$ cat src/rtl/tcg_pkg.sv
package tcg_pkg;

	localparam int FONT_AW = 12;
	localparam int ROW_W = 4;
	localparam int ADDR_W = 11;
	localparam int APB_AW = 5;

	localparam logic [15:0] BLINK_PERIOD_RESET = 16'd16;
	localparam logic [ADDR_W-1:0] CURSOR_ADDR_RESET = 11'h7FF;
	localparam logic [4:0] CURSOR_START_RESET = 5'd8;
	localparam logic [4:0] CURSOR_END_RESET = 5'd9;

	typedef enum logic {
		OP_RENDER = 1'b0,
		OP_LOAD   = 1'b1
	} op_t;

	typedef enum logic [2:0] {
		REG_BLINK_ENABLE = 3'd0,
		REG_BLINK_PERIOD = 3'd1,
		REG_CURSOR_START = 3'd2,
		REG_CURSOR_END   = 3'd3,
		REG_INVERSE_MODE = 3'd4,
		REG_CURSOR_ADDR  = 3'd5
	} reg_idx_t;

	typedef struct packed {
		logic              blink_enable;
		logic [15:0]       blink_period;
		logic [4:0]        cursor_start_row;
		logic [4:0]        cursor_end_row;
		logic              inverse_mode;
		logic [ADDR_W-1:0] cursor_address;
	} cfg_t;

	typedef struct packed {
		op_t               op;
		logic [FONT_AW-1:0] base;
		logic [ROW_W-1:0]  grow;
		logic [7:0]        bits;
		logic              flip;
		logic              cur;
	} item_t;

endpackage

$ cat src/rtl/tcg_cursor.sv
module tcg_cursor (
	input  logic                        clk,
	input  logic                        arst_n,
	input  logic                        step,
	input  logic [tcg_pkg::ADDR_W-1:0]  cell_address,
	input  tcg_pkg::cfg_t               cfg,
	output logic                        invert
);
	import tcg_pkg::*;

	logic              lit_q;
	logic [15:0]       count_q;
	logic [ADDR_W-1:0] prev_q;
	logic              moved;
	logic              on_cursor;
	logic              lit0;
	logic              lit1;
	logic [15:0]       count0;
	logic [15:0]       count1;

	always_comb begin
		moved = cfg.cursor_address != prev_q;
		lit0 = moved ? 1'b0 : lit_q;
		count0 = moved ? 16'd0 : count_q;
		on_cursor = cell_address == cfg.cursor_address;
		lit1 = lit0;
		count1 = count0;
		if (on_cursor) begin
			if (cfg.blink_enable) begin
				if (count0 == 16'd0) begin
					count1 = cfg.blink_period;
					lit1 = ~lit0;
				end else begin
					count1 = count0 - 16'd1;
				end
			end else begin
				lit1 = 1'b1;
			end
		end
		invert = on_cursor && lit1;
	end

	always_ff @(posedge clk or negedge arst_n) begin
		if (!arst_n) begin
			lit_q <= 1'b0;
			count_q <= BLINK_PERIOD_RESET;
			prev_q <= '0;
		end else if (step) begin
			lit_q <= lit1;
			count_q <= count1;
			prev_q <= cfg.cursor_address;
		end
	end

`ifndef NO_ASSERTIONS
	a_prev_follows: assert property (@(posedge clk) disable iff (!arst_n)
		step |=> prev_q == $past(cfg.cursor_address))
		else $error("cursor address not captured on render");
	a_move_restarts: assert property (@(posedge clk) disable iff (!arst_n)
		step && moved && !on_cursor |=> !lit_q && count_q == 16'd0)
		else $error("cursor move did not restart the blink");
	a_steady_lit: assert property (@(posedge clk) disable iff (!arst_n)
		step && on_cursor && !cfg.blink_enable |-> invert)
		else $error("steady cursor not lit");
`endif

endmodule

$ cat config.mk
export PLATFORM = sky130hd
export DESIGN_NAME = tcg_cursor
export DESIGN_NICKNAME = d
export VERILOG_FILES = /design/src/rtl/tcg_pkg.sv /design/src/rtl/tcg_cursor.sv
export SDC_FILE = /design/constraint.sdc
export NUM_CORES = 1
export LEC_CHECK = 0
export ABC_AREA = 0
export BUFFER_PORTS_ARGS = -buffer_cell sky130_fd_sc_hd__buf_2
export CAP_MARGIN = 30
export CORE_AREA = 5 5 75 77
export CTS_BUF_LIST = sky130_fd_sc_hd__clkbuf_8
export CTS_CLUSTER_SIZE = 8
export DETAILED_ROUTE_END_ITERATION = 6
export DIE_AREA = 0 0 80 82
export PLACE_DENSITY = 0.78
export SETUP_SLACK_MARGIN = 0.2
export SYNTH_ARGS = -nofsm -noshare
export SYNTH_HDL_FRONTEND = slang
export SYNTH_SLANG_ARGS = --single-unit
$ cat constraint.sdc
create_clock -name clk -period 3.2 [get_ports clk]
set_clock_uncertainty 0.05 [all_clocks]
set_input_delay 0.16 -clock clk [delete_from_list [all_inputs] [get_ports clk]]
set_output_delay 0.16 -clock clk [all_outputs]
set_load 0.01 [all_outputs]
==> metrics.txt <==
Initial Util 42.74%; core area 4945 µm²; Routed wire per std cell 16.58 µm; Die Area 6560 µm²; Main synth FF type dfrtp_1; proportion of synthesized chip area in sequential cells 33.21%; crit start category flop; max-cap violations 0; layout cells sized above 1 between 20% and 30%; clock power share 36.4%; Tmin final 2.839 ns; estimated wirelength of the detail-placed design 4371 µm; Antenna Cells 0; TritonCTS clock tree built; Synth Net Count 295; Final Wtd Congestion 0.9766; Rows 26; IO Pins 54; CP max stage delay 0.60 ns; commonest non-fill, non-tap cell in the layout buf_2; Synth area leaders dfrtp_1, xnor2_1, mux2_2, o21ai_0, nand2_1; worst reg2reg setup slack 0.46 ns; fillers a little under 500; cell leakage power between 1 and 1.5 nW; nets@finish 342; Final Util 51.09%; CP delay by family, top simple AND/OR/NAND/NOR gates; P_sw 0.0001986 W; Tightest Hold Check Type input pin to flop; first-pass GRT wire length just under 10000 µm; CP Max Fanout 17; GRT Util Overall 18.60%; Clock Tree Root clkbuf_8; Final ANT Viol Nets 0; Worst path slowest cell or4_4; Max Fclk 352.3 MHz; Num Clock Sinks 28; CTS clk-pin slew, worst paths 0.11 ns; Worst EP required 2.99 ns; unrepaired setup endpoints after global routing false; Final Power 0.0008009 W; CP Cell Sequence or4_4, nor4b_4, a2111o_2, nand2_8, xnor2_1, a21oi_1, buf_2; number of global-route vias before repair 2082; final hold violations 0; Vias between 2000 and 2500; EDFF count, synth 0; Tightest Pin Transition 0.7221 ns; syn_area_per_cell 8.805 µm²; most frequent cells in the layout buf_2, dfrtp_1, nand2_1, xnor2_1, o21ai_0; GR Overflow Total 0; Mapped Area roughly 2100 µm²; Area Growth Syn to Fin 19.54%; Die Y just over 80 µm; vias per cell between 6 and 7; Data arrival, critical path 2.63 ns; critical path buffer and inverter count 1; Mapped Cells 240; deepest clock path buffer count 2; synth unique cells 55; number of remaining DRC errors 0; TritonRoute pass-1 iters 6; largest net degree at the start of global routing 29; CP endpoint kind output port; power per cell area 317.0 nW/µm²; top cell type's share of synthesized area 31.97%; Sequential Power Share 47.3%; initial antenna violation count 0; CP Class flop to output port; Starting DRT DRC Count 176; Yosys Warn Count 0; input/output buffers 42; Seq cells post-synth 28; final wirelength 5904 µm; final worst path period share between 80% and 90%; Gate power share 16.3%; outcome completed; total clock buffers created by CTS 3; leading area contributor after synthesis dfrtp_1; switch share between 20% and 30%; async set-or-reset flop fraction in the synthesized netlist 100.0%; setup total negative slack 0 ns; Max IR drop VDD 0.0002084 V; H-tree levels 1; Die W 80 µm; Final Slew Violations 0; Final Setup Violations 0; internal cell power 0.0006023 W; Slew headroom between 50% and 60%; worst skew pair latency 0.28 ns
Yosys cell counts, types with 3 or more instances:
master,n
inv_1,9
nand3_1,8
nor2_1,12
or3_1,4
xor2_1,3
nand4_1,7
buf_2,3
nor3_1,8
a211oi_1,6
mux2i_1,3
nand2_1,26
xnor2_1,22
o21ai_0,21
clkbuf_1,6
mux2_2,11
dfrtp_1,27
a21oi_1,8
a22oi_1,3
a31oi_1,4
routing by layer:
layer | up-vias | wire, µm | GRT usage, %
met5 | - | 0 | 0
met4 | 0 | 125 | 3.885
met3 | 20 | 477 | 4.167
met2 | 127 | 2775 | 32.53
met1 | 1007 | 2526 | 23.53
li1 | 993 | - | -
cell families (layout without fill, tap and decap cells):
| group | Yosys count | after routing | share of synthesized area (%) |
|---|---|---|---|
| adder cells (fa/ha/maj) | 2 | 2 | 1.184 |
| multiplexers | 14 | 14 | 7.283 |
| flip-flops | 28 | 28 | 33.22 |
| AND/OR/NAND/NOR | 86 | 86 | 22.91 |
| XOR/XNOR | 25 | 25 | 10.36 |
| AO/OA/AOI/OAI | 66 | 66 | 21.14 |
| buffers and inverters | 19 | 65 | 3.907 |
layout make-up:
cell class | instances | area [µm²] | share of cell area (%)
timing repair buffer | 52 | 287.8 | 11.39
clock inverter | 1 | 30.03 | 1.189
multi-input combinational | 193 | 1344 | 53.19
tap | 70 | 87.58 | 3.467
inverter | 9 | 33.78 | 1.337
clock buffer | 3 | 41.29 | 1.634
sequential | 28 | 701.9 | 27.79
metrics by stage:
stage                     setup slack [ns]  cell area [µm²]  hold WS, ns  cells
after floorplan                     0.2258             2120      -0.1856    240
after global placement              0.4573             2391       0.1725    345
after detailed placement            0.4098             2391       0.1852    345
after CTS                           0.2469             2472       0.1024    350
after global routing                0.2539             2526      0.09545    356
final                               0.3613             2526       0.1083    356
timing repair:
item	in CTS	in global routing
buffers inserted	0	6
hold buffers	1	0
endpoints found under the hold margin	27	0
gates resized for setup	0	1
setup endpoints to repair	0	2
state kept, by name (all words and copies together) (netlist names):
name and flops:
count_q 16, lit_q 1, prev_q 11
path summary, 6_finish.rpt:
path                            start          end  cells past startpoint
max                        count_q[2]       invert                      7
min reg2reg                count_q[4]   count_q[4]                      2
max reg2reg                 prev_q[4]   count_q[8]                     11
min in group asynchronous      arst_n  count_q[12]                      2
max in group asynchronous      arst_n  count_q[15]                      2
min                           cfg[10]   prev_q[10]                      2
power groups by stage:
stage | clock (W) | combinational (W) | sequential (W)
finish | 0.000291 | 0.000131 | 0.000379
global route | 0.000315 | 0.000144 | 0.000380
CTS | 0.000298 | 0.000130 | 0.000379
detailed placement | 0 | 0.000129 | 0.000386
global placement | 0 | 0.000126 | 0.000385
floorplan | 0 | 0.0000752 | 0.000383
Power figures use the tool's default switching activity.
